<file path="config.mk">
export PLATFORM = sky130hd
export DESIGN_NAME = utf8_validating_decoder_core
export DESIGN_NICKNAME = d
export VERILOG_FILES = /design/src/hw/rtl/u8v_pkg.sv /design/src/hw/rtl/u8v_decode.sv /design/src/hw/rtl/u8v_out_reg.sv /design/src/hw/rtl/utf8_validating_decoder_core.sv
export SDC_FILE = /design/constraint.sdc
export NUM_CORES = 1
export LEC_CHECK = 0
export ABC_AREA = 0
export BUFFER_PORTS_ARGS = -buffer_cell sky130_fd_sc_hd__buf_2
export CAP_MARGIN = 5
export CORE_MARGIN = 2
export CORE_UTILIZATION = 40
export CTS_CLUSTER_DIAMETER = 100
export DETAILED_ROUTE_END_ITERATION = 10
export PLACE_DENSITY_LB_ADDON = 0.3
export SKIP_LAST_GASP = 1
export SYNTH_ARGS = -nofsm -noshare
export SYNTH_HDL_FRONTEND = slang
export SYNTH_SLANG_ARGS = --single-unit
</file>
<file path="constraint.sdc">
create_clock -name clk -period 6 [get_ports clk]
set_input_delay 0.6 -clock clk [delete_from_list [all_inputs] [get_ports clk]]
set_output_delay 0.6 -clock clk [all_outputs]
set_load 0.005 [all_outputs]
</file>
<file path="src/hw/rtl/u8v_pkg.sv">
package u8v_pkg;

  typedef enum logic [2:0] {
    ST_OK         = 3'd0,
    ST_STRAY_CONT = 3'd1,
    ST_BAD_LEAD   = 3'd2,
    ST_MISSING    = 3'd3,
    ST_TRUNCATED  = 3'd4
  } status_t;

  localparam int unsigned CP_W = 31;

  typedef struct packed {
    logic [2:0]      pending;
    logic [CP_W-1:0] acc;
    logic            err;
    logic            finished;
  } dec_state_t;

  typedef struct packed {
    logic [CP_W-1:0] code_point;
    logic            has_char;
    status_t         status;
    logic            eos;
    logic            string_valid;
  } dec_result_t;

endpackage

</file>
<file path="src/hw/rtl/u8v_decode.sv">
module u8v_decode
  import u8v_pkg::*;
(
  input  dec_state_t  cur,
  input  logic [7:0]  byte_in,
  input  logic        last_byte,
  input  logic        nul_ends_string,
  output dec_state_t  nxt,
  output dec_result_t res,
  output logic        produce
);

  logic    nul_end;
  logic    eos;
  logic    has;
  status_t st;
  logic [CP_W-1:0] cp;
  logic [CP_W-1:0] acc_shift;
  logic    is_nul;

  assign acc_shift = {cur.acc[CP_W-7:0], byte_in[5:0]};
  assign is_nul    = (byte_in == 8'h00) && nul_ends_string;

  always_comb begin
    nxt     = cur;
    nul_end = 1'b0;
    eos     = 1'b0;
    has     = 1'b0;
    st      = ST_OK;
    cp      = '0;
    produce = 1'b0;
    res     = '0;

    if (cur.finished) begin
      if (last_byte) begin
        nxt.finished = 1'b0;
      end
    end else begin
      if (cur.err) begin
        eos = last_byte;
      end else if (cur.pending != 3'd0) begin
        if (byte_in[7:6] == 2'b10) begin
          nxt.acc     = acc_shift;
          nxt.pending = cur.pending - 3'd1;
          if (cur.pending == 3'd1) begin
            has = 1'b1;
            cp  = acc_shift;
          end
        end else begin
          st      = ST_MISSING;
          nul_end = is_nul;
        end
      end else if (is_nul) begin
        nul_end = 1'b1;
      end else if (!byte_in[7]) begin
        has = 1'b1;
        cp  = {{(CP_W-8){1'b0}}, byte_in};
      end else if (!byte_in[6]) begin
        st = ST_STRAY_CONT;
      end else if (!byte_in[5]) begin
        nxt.pending = 3'd1;
        nxt.acc     = {{(CP_W-5){1'b0}}, byte_in[4:0]};
      end else if (!byte_in[4]) begin
        nxt.pending = 3'd2;
        nxt.acc     = {{(CP_W-4){1'b0}}, byte_in[3:0]};
      end else if (!byte_in[3]) begin
        nxt.pending = 3'd3;
        nxt.acc     = {{(CP_W-3){1'b0}}, byte_in[2:0]};
      end else if (!byte_in[2]) begin
        nxt.pending = 3'd4;
        nxt.acc     = {{(CP_W-2){1'b0}}, byte_in[1:0]};
      end else if (!byte_in[1]) begin
        nxt.pending = 3'd5;
        nxt.acc     = {{(CP_W-1){1'b0}}, byte_in[0]};
      end else begin
        st = ST_BAD_LEAD;
      end

      if (st != ST_OK) begin
        nxt.err     = 1'b1;
        nxt.pending = 3'd0;
        nxt.acc     = '0;
      end

      if (last_byte || nul_end) begin
        eos = 1'b1;
        if (st == ST_OK && !nxt.err && nxt.pending != 3'd0) begin
          st      = ST_TRUNCATED;
          nxt.err = 1'b1;
        end
      end

      produce          = has || (st != ST_OK) || eos;
      res.code_point   = cp;
      res.has_char     = has;
      res.status       = st;
      res.eos          = eos;
      res.string_valid = eos && !nxt.err;

      if (eos) begin
        nxt.pending = 3'd0;
        nxt.acc     = '0;
        nxt.err     = 1'b0;
        if (nul_end && !last_byte) begin
          nxt.finished = 1'b1;
        end
      end
    end
  end

endmodule

</file>
<file path="src/hw/rtl/u8v_out_reg.sv">
module u8v_out_reg
  import u8v_pkg::*;
(
  input  logic        clk,
  input  logic        rst,
  input  logic        load,
  input  dec_result_t res_in,
  input  logic        stall,
  output logic        can_load,
  output logic        valid,
  output dec_result_t res
);

  assign can_load = !valid || !stall;

  always_ff @(posedge clk) begin
    if (rst) begin
      valid <= 1'b0;
    end else if (can_load) begin
      valid <= load;
    end
  end

  always_ff @(posedge clk) begin
    if (can_load && load) begin
      res <= res_in;
    end
  end

endmodule

</file>
<file path="src/hw/rtl/utf8_validating_decoder_core.sv">
// UTF-8 validating decoder (six-byte form). One byte is accepted per clock
// while in_stall is low. An accepted byte is held in the input register until
// it advances. If it causes a result, that result is decoded from the input
// register and loaded into the result register, which drives the outputs.
// The rate is one byte per cycle while the result side does not stall, set by
// the decode state register, which is updated once per byte by a single pass
// of decode logic. Stall on the result side propagates back to the input
// stall in the same cycle. Errors are sticky until end of string.
module utf8_validating_decoder_core
  import u8v_pkg::*;
(
  input  logic        clk,
  input  logic        rst,
  input  logic        in_valid,
  output logic        in_stall,
  input  logic [7:0]  byte_in,
  input  logic        last_byte,
  output logic        out_valid,
  input  logic        out_stall,
  output logic [30:0] code_point,
  output logic        has_char,
  output logic [2:0]  status,
  output logic        end_of_string,
  output logic        string_valid,
  input  logic        cfg_valid,
  output logic        cfg_ready,
  input  logic        cfg_data
);

  logic        nul_ends_string;
  logic        s1_valid;
  logic [7:0]  s1_byte;
  logic        s1_last;
  dec_state_t  state;
  dec_state_t  state_next;
  dec_result_t dec_res;
  dec_result_t out_res;
  logic        produce;
  logic        can_load;
  logic        s1_advance;

  assign cfg_ready = 1'b1;

  always_ff @(posedge clk) begin
    if (rst) begin
      nul_ends_string <= 1'b0;
    end else if (cfg_valid && cfg_ready) begin
      nul_ends_string <= cfg_data;
    end
  end

  assign s1_advance = s1_valid && (!produce || can_load);
  assign in_stall   = s1_valid && !s1_advance;

  always_ff @(posedge clk) begin
    if (rst) begin
      s1_valid <= 1'b0;
    end else if (!in_stall) begin
      s1_valid <= in_valid;
    end
  end

  always_ff @(posedge clk) begin
    if (!in_stall && in_valid) begin
      s1_byte <= byte_in;
      s1_last <= last_byte;
    end
  end

  u8v_decode u_decode (
    .cur             (state),
    .byte_in         (s1_byte),
    .last_byte       (s1_last),
    .nul_ends_string (nul_ends_string),
    .nxt             (state_next),
    .res             (dec_res),
    .produce         (produce)
  );

  always_ff @(posedge clk) begin
    if (rst) begin
      state <= '0;
    end else if (s1_advance) begin
      state <= state_next;
    end
  end

  u8v_out_reg u_out (
    .clk      (clk),
    .rst      (rst),
    .load     (s1_valid && produce),
    .res_in   (dec_res),
    .stall    (out_stall),
    .can_load (can_load),
    .valid    (out_valid),
    .res      (out_res)
  );

  assign code_point    = out_res.code_point;
  assign has_char      = out_res.has_char;
  assign status        = out_res.status;
  assign end_of_string = out_res.eos;
  assign string_valid  = out_res.string_valid;

`ifndef SYNTH
  a_valid_at_eos: assert property (@(posedge clk) disable iff (rst)
    out_valid |-> (!string_valid || end_of_string))
    else $error("string_valid without end of string");

  a_char_no_err: assert property (@(posedge clk) disable iff (rst)
    out_valid && has_char |-> (status == ST_OK))
    else $error("code point carried with error status");

  a_finished_idle: assert property (@(posedge clk) disable iff (rst)
    state.finished |-> (state.pending == 3'd0 && !state.err))
    else $error("open sequence after string end");

  a_stall_needs_item: assert property (@(posedge clk) disable iff (rst)
    in_stall |-> (s1_valid && out_valid && out_stall))
    else $error("input stalled without a blocked result");
`endif

endmodule
</file>
After elaboration in Yosys (flattened, before gate mapping)
Index checks and enable logic that the tools add are counted.

Bits of input ports: 15. Logic and storage cells: 112. Register bits: 79.

Mux-type cells: 56. Reduce and logical (&&, ||, !) cells: 34. $add $sub $neg: 1. Bitwise gates (word level): 1. Eq/ne operators: 6.

Operators by type and width (count): $mux W34 (11); $mux W31 (4); $mux W35 (2); $mux W3 (13); $mux W36 (1); $mux W1 (22); $reduce_bool A3 Y1 (4); $logic_and A1 B1 Y1 (10); $ne A5 B5 Y1 const B (2); $reduce_bool A5 Y1 (2); $ne A9 B5 Y1 const B (1); $logic_not A1 Y1 (8); $logic_not A8 Y1 (1); $reduce_and A8 Y1 (1); $mux W7 (1); $logic_or A1 B1 Y1 (5); $mux W2 (2); $ne A4 B2 Y1 const B (1); $eq A3 B1 Y1 const B (1); $logic_not A3 Y1 (1); $sub A3 B1 Y3 const B (1); $eq A2 B2 Y1 const B (1); $reduce_and A2 Y1 (1); $reduce_or A2 Y1 (1); $not A1 Y1 (1).

Depth between registers and ports, before layout
Depth in word-level cells: 31. Mapped depth: 9. Gate-level depth less buffers: 7.

Modules after synthesis
Synthesis repeated with hierarchy kept, for this count alone.

Cell total of the unflattened synthesis: 404. Area total of the unflattened synthesis: 4332.9 um^2.

By module, submodules not included: utf8_validating_decoder_core (seq. area each 1031.0 um^2, area an instance 2015.7 um^2, times used 1, cells an instance 178); u8v_decode (seq. area each 0.0 um^2, area an instance 1167.4 um^2, times used 1, cells an instance 184); u8v_out_reg (seq. area each 1131.1 um^2, area an instance 1149.9 um^2, times used 1, cells an instance 42).

Least setup slack after synthesis
OpenSTA, ideal clock, no wires.

Path kind: register to register. Start: register state[33] in the netlist's numbering. End: register u_out.res[0] in the netlist's numbering (enable). Setup time: 485 ps. Clock period less this slack: 4998 ps. Cell stages (with the launch flop): 9. Slack: 1002 ps. Data arrival time: 4513 ps. Cell sequence: dfxtp_1 inv_1 ha_1 buf_2 nor3b_1 a211oi_1 a21o_4 a21oi_1 nor3b_1.

Longest elaborated chain between the ends: 23. Elaborated cells on any way between the ends: 45. Those cells by class: add/sub: 1; eq/ne: 1; mux: 30; reduce/logical: 13.

Ends and longest elaborated chain: from (decl) (line utf8_validating_decoder_core.sv:34) `dec_state_t state;`; from (signal assigned) (line utf8_validating_decoder_core.sv:84) `state <= state_next;`; $mux W34 (line u8v_decode.sv:72) `end else if (!byte_in[1]) begin`; $mux W34 (line u8v_decode.sv:69) `end else if (!byte_in[2]) begin`; $mux W34 (line u8v_decode.sv:66) `end else if (!byte_in[3]) begin`; $mux W34 (line u8v_decode.sv:63) `end else if (!byte_in[4]) begin`; $mux W34 (line u8v_decode.sv:60) `end else if (!byte_in[5]) begin`; $mux W34 (line u8v_decode.sv:58) `end else if (!byte_in[6]) begin`; $mux W34 (line u8v_decode.sv:55) `end else if (!byte_in[7]) begin`; $mux W34 (line u8v_decode.sv:53) `end else if (is_nul) begin`; [7 not listed]; $mux W3 (line u8v_decode.sv:85) `if (last_byte || nul_end) begin`; $mux W3 (line u8v_decode.sv:34) `if (cur.finished) begin`; $reduce_bool A3 Y1 (line u8v_decode.sv:93) `produce = has || (st != ST_OK) || eos;`; $logic_or A1 B1 Y1 (line u8v_decode.sv:93); $logic_or A1 B1 Y1 * (line u8v_decode.sv:93); $mux W1 * (line u8v_decode.sv:34); $logic_and A1 B1 Y1 * (line utf8_validating_decoder_core.sv:91) `.load (s1_valid && produce),`; $logic_and A1 B1 Y1 * (line u8v_out_reg.sv:25) `if (can_load && load) begin`; to (signal assigned) (line u8v_out_reg.sv:26) `res <= res_in;`; to (decl) (line u8v_out_reg.sv:11) `output dec_result_t res`.

Mark *: on every way between the ends. The rest lies on a longest branch, timed or not. The select of a mux whose other input is x is not followed. A chain may end at the register's enable or synchronous reset.

Final worst setup path
Start: register state[33] in the netlist's numbering. End: output in_stall.

Longest elaborated chain between the ends: 26. Elaborated cells on any way between the ends: 48. Those cells by class: add/sub: 1; eq/ne: 1; mux: 30; reduce/logical: 16.

Ends and longest elaborated chain: $mux W34 (line u8v_decode.sv:72); $mux W34 (line u8v_decode.sv:69); $mux W34 (line u8v_decode.sv:66); $mux W34 (line u8v_decode.sv:63); $mux W34 (line u8v_decode.sv:60); $mux W34 (line u8v_decode.sv:58); $mux W34 (line u8v_decode.sv:55); $mux W34 (line u8v_decode.sv:53); [10 not listed]; $logic_or A1 B1 Y1 (line u8v_decode.sv:93); $logic_or A1 B1 Y1 * (line u8v_decode.sv:93); $mux W1 * (line u8v_decode.sv:34); $logic_not A1 Y1 * (line utf8_validating_decoder_core.sv:52) `assign s1_advance = s1_valid && (!produce || can_load);`; $logic_or A1 B1 Y1 * (line utf8_validating_decoder_core.sv:52); $logic_and A1 B1 Y1 * (line utf8_validating_decoder_core.sv:52); $logic_not A1 Y1 * (line utf8_validating_decoder_core.sv:53) `assign in_stall = s1_valid && !s1_advance;`; $logic_and A1 B1 Y1 * (line utf8_validating_decoder_core.sv:53); to (decl) (line utf8_validating_decoder_core.sv:15) `output logic in_stall,`.

Marked as above.

==> results.py <==
metrics = {
    "outcome": {
        "status": "finished clean",
    },
    "logic_synthesis": {
        "synth-edff-count": 46,
        "postSynthAreaPerCell_um2": 10.6,
        "netlist_instances": 364,
        "synth_seq_cells": 79,
        "synth_top_area_share_pct": 35.8,
        "synth_common_cells": "edfxtp_1 (46), nor2_1 (36), dfxtp_1 (33), inv_1 (33), o21ai_0 (28)",
        "synth-seq-area-share_pct": 52.8,
        "ys_async_sr_fraction_pct": 0,
        "ys_warns": 0,
        "cell_taking_the_most_area_after_synthesis": "edfxtp_1",
        "synth_fp_nets": 382,
        "syn_area_mm2": 0.00386,
        "synth-main-ff-cell": "edfxtp_1",
        "synth_most_common_cell": "edfxtp_1",
        "synth_cell_types": 62,
        "synth_area_leaders": "edfxtp_1 (36%), dfxtp_1 (17%), o211ai_2 (6.8%)",
    },
    "layout": {
        "antenna_cells": 0,
        "final_layout_size_suffix_gt1_share_pct": 25.3,
        "layout-area-overhead-vs-synth_pct": 14.1,
        "layout.nets": 424,
    },
    "routing": {
        "vias_per_cell": 5.71,
        "drt_drc_violations_left": 0,
        "drtPass1Iterations": 5,
        "routed_wl_um": 9040,
        "drt_first_iter_violations": 361,
        "post_drt_wl_per_cell_um": 16.7,
        "route.vias.total": 3084,
        "antenna_violating_nets_post_route": 0,
    },
    "setup_path": {
        "crit-reg2reg-capture": "u_out.res[15]",
        "family_of_cells_with_the_greatest_summed_delay_on_the_critical_path": "simple AND/OR/NAND/NOR gates",
        "path_buf_inv": 2,
        "critPathMaxFanout": 28,
        "critical_path.cell_chain": "inv_1, ha_1, nor4bb_1, nand2_1, nand2_2, a21oi_1, nor2_1, buf_2",
        "critPathSlowestCell": "nand2_1",
        "startpoint_type": "register",
        "path_class": "reg2out",
        "reg2reg_depth": 8,
        "setup.reg_to_reg.worst_slack_ps": 2460,
        "r2r-start": "state[33]",
        "cp_data_arrival_time_ps": 3240,
        "critical_path_required_ps": 5400,
        "cp-end-kind": "output port",
        "crit_path_start": "state[33]",
        "timing.critical_path.slowest_cell_delay_ps": 690,
    },
    "cts": {
        "hold_buffers": 0,
        "cts-resized-gates": 0,
        "cts.sink_count": 79,
        "h-tree-depth": 3,
        "cts_made_buffers": 9,
        "clk-insertion-delay-late_ps": 350,
        "cts.root.buffer_cell": "clkbuf_8",
        "postCtsSetupRepairBufs": 0,
        "clock_path_buffers": 2,
        "clk_pin_slew_worst_paths_ps": 80,
        "tritoncts_clock_tree": "yes",
    },
    "pwr": {
        "peakVddDrop_v": 0.000112,
        "p_leak_nw": 1.56,
        "cellPowerDensity_mw_per_mm2": 253,
    },
    "sta": {
        "finalClockSkew_ps": 11.0,
        "finalSetupTns_ps": 0,
        "final_critical_path_setup_slack_ps": 2160,
        "max_freq_ghz": 0.260,
        "rsz0062_at_grt": "no",
        "final.min_clock_period_ps": 3840,
        "slew_of_the_pin_with_the_lowest_slew_margin_ps": 1150,
        "count_of_final_setup_violators": 0,
        "timing.final.max_slew_violations": 0,
        "slew-limit-headroom_pct": 23.2,
        "whs_ps": 415,
        "hold_viol": 0,
        "fin_crit_sh_pct": 64.0,
    },
    "floorplanning": {
        "num_rows": 35,
        "chipWidth_um": 102,
        "die_h_um": 102,
        "ios": 55,
        "die_area_mm2": 0.0105,
        "starting_density_of_the_core_pct": 41.4,
        "core_area_mm2": 0.00933,
    },
    "grt": {
        "globalRoute.totalOverflow": 0,
        "antenna_violations_before_repair": 0,
        "track_usage_pct": 18.1,
        "grt_pass1_wl_um": 14700,
        "grt_pass1_vias": 2818,
        "grt_max_degree": 30,
    },
    "min_path": {
        "hold_path_depth": 1,
        "hp-start": "byte_in[7]",
        "hold_path_end": "s1_byte[7]",
        "timing.hold.worst.class": "in2reg",
    },
    "job": {
        "max-cap-violations": 0,
    },
    "place": {
        "portBuffers": 53,
        "post-place-ws_ps": 2450,
        "place.gp.congestion": 0.908,
        "post-dp-hpwl_um": 5980,
    },
}
through the flow:
stage / total power, mW / std cells / cell area [um^2] / utilization (%)
after global placement: 0.732 / 524 / 4220 / 45.2
after CTS: 1.12 / 540 / 4410 / 47.3
final: 1.12 / 540 / 4410 / 47.3
after global routing: 1.16 / 540 / 4410 / 47.3
after floorplan: 0.695 / 364 / 3860 / -
after detailed placement: 0.733 / 524 / 4220 / 45.2
area by class of cell:
type | instances | area [um^2]
Fill cell | 853 | 4920
Clock inverter | 4 | 55.1
Multi-Input combinational cell | 226 | 1600
Timing Repair Buffer | 57 | 295
Inverter | 33 | 124
Tap cell | 129 | 161
Sequential cell | 79 | 2040
Clock buffer | 12 | 135
how the worst max path moves through the flow:
| stage | to | cells after the start |
|---|---|---|
| 6_report | in_stall | 8 |
| 5_1_grt | in_stall | 8 |
| 4_1_cts | in_stall | 8 |
| 3_5_place_dp | u_out.res[19] | 8 |
| 3_3_place_gp | u_out.res[24] | 8 |
| 2_1_floorplan | u_out.res[0] | 8 |
sequential cells by signal, summed over array words and instances (netlist names):
signal           cells
u_out.valid          1
nul_ends_string      1
u_out.res           37
s1_valid             1
state               30
s1_byte              8
s1_last              1
power by group:
part	switching [mW]	internal (mW)
clock	0.197	0.195
sequential	0.0168	0.594
combinational	0.0718	0.0403
total	0.286	0.829
per-layer routing:
layer	track usage, %	vias up	wire length (um)
met1	26.4	1499	4380
met5	0	-	0
met2	26.1	130	3970
met4	6.15	0	174
li1	-	1439	-
met3	4.79	16	510
cell usage in the layout (no fill, tap or decap), types with 3 or more instances in the layout:
cell,count
clkbuf_8,9
nand3_1,6
nor2_1,36
inv_1,33
a211oi_1,3
and2_1,8
a21oi_1,13
clkbuf_1,3
nor2b_1,6
o211ai_1,26
o21ai_0,28
edfxtp_1,46
o221ai_1,5
buf_2,53
nand2_1,10
dfxtp_1,33
o211ai_2,21
nor3b_1,4
buf_4,4
nand2b_1,5
a311oi_1,3
ha_1,3
cells by family after synthesis:
group	Yosys count	share of synthesized area [%]
xor gates and xnor gates	1	0.227
and+or+nand+nor	96	13.1
AOI/OAI and AO/OA	122	25.4
buffers and inverters	59	6.51
other	1	0.0971
adders and majority gates	3	0.972
muxes	3	0.907
DFF	79	52.8
Note: power is estimated with default switching activity, not from simulation.
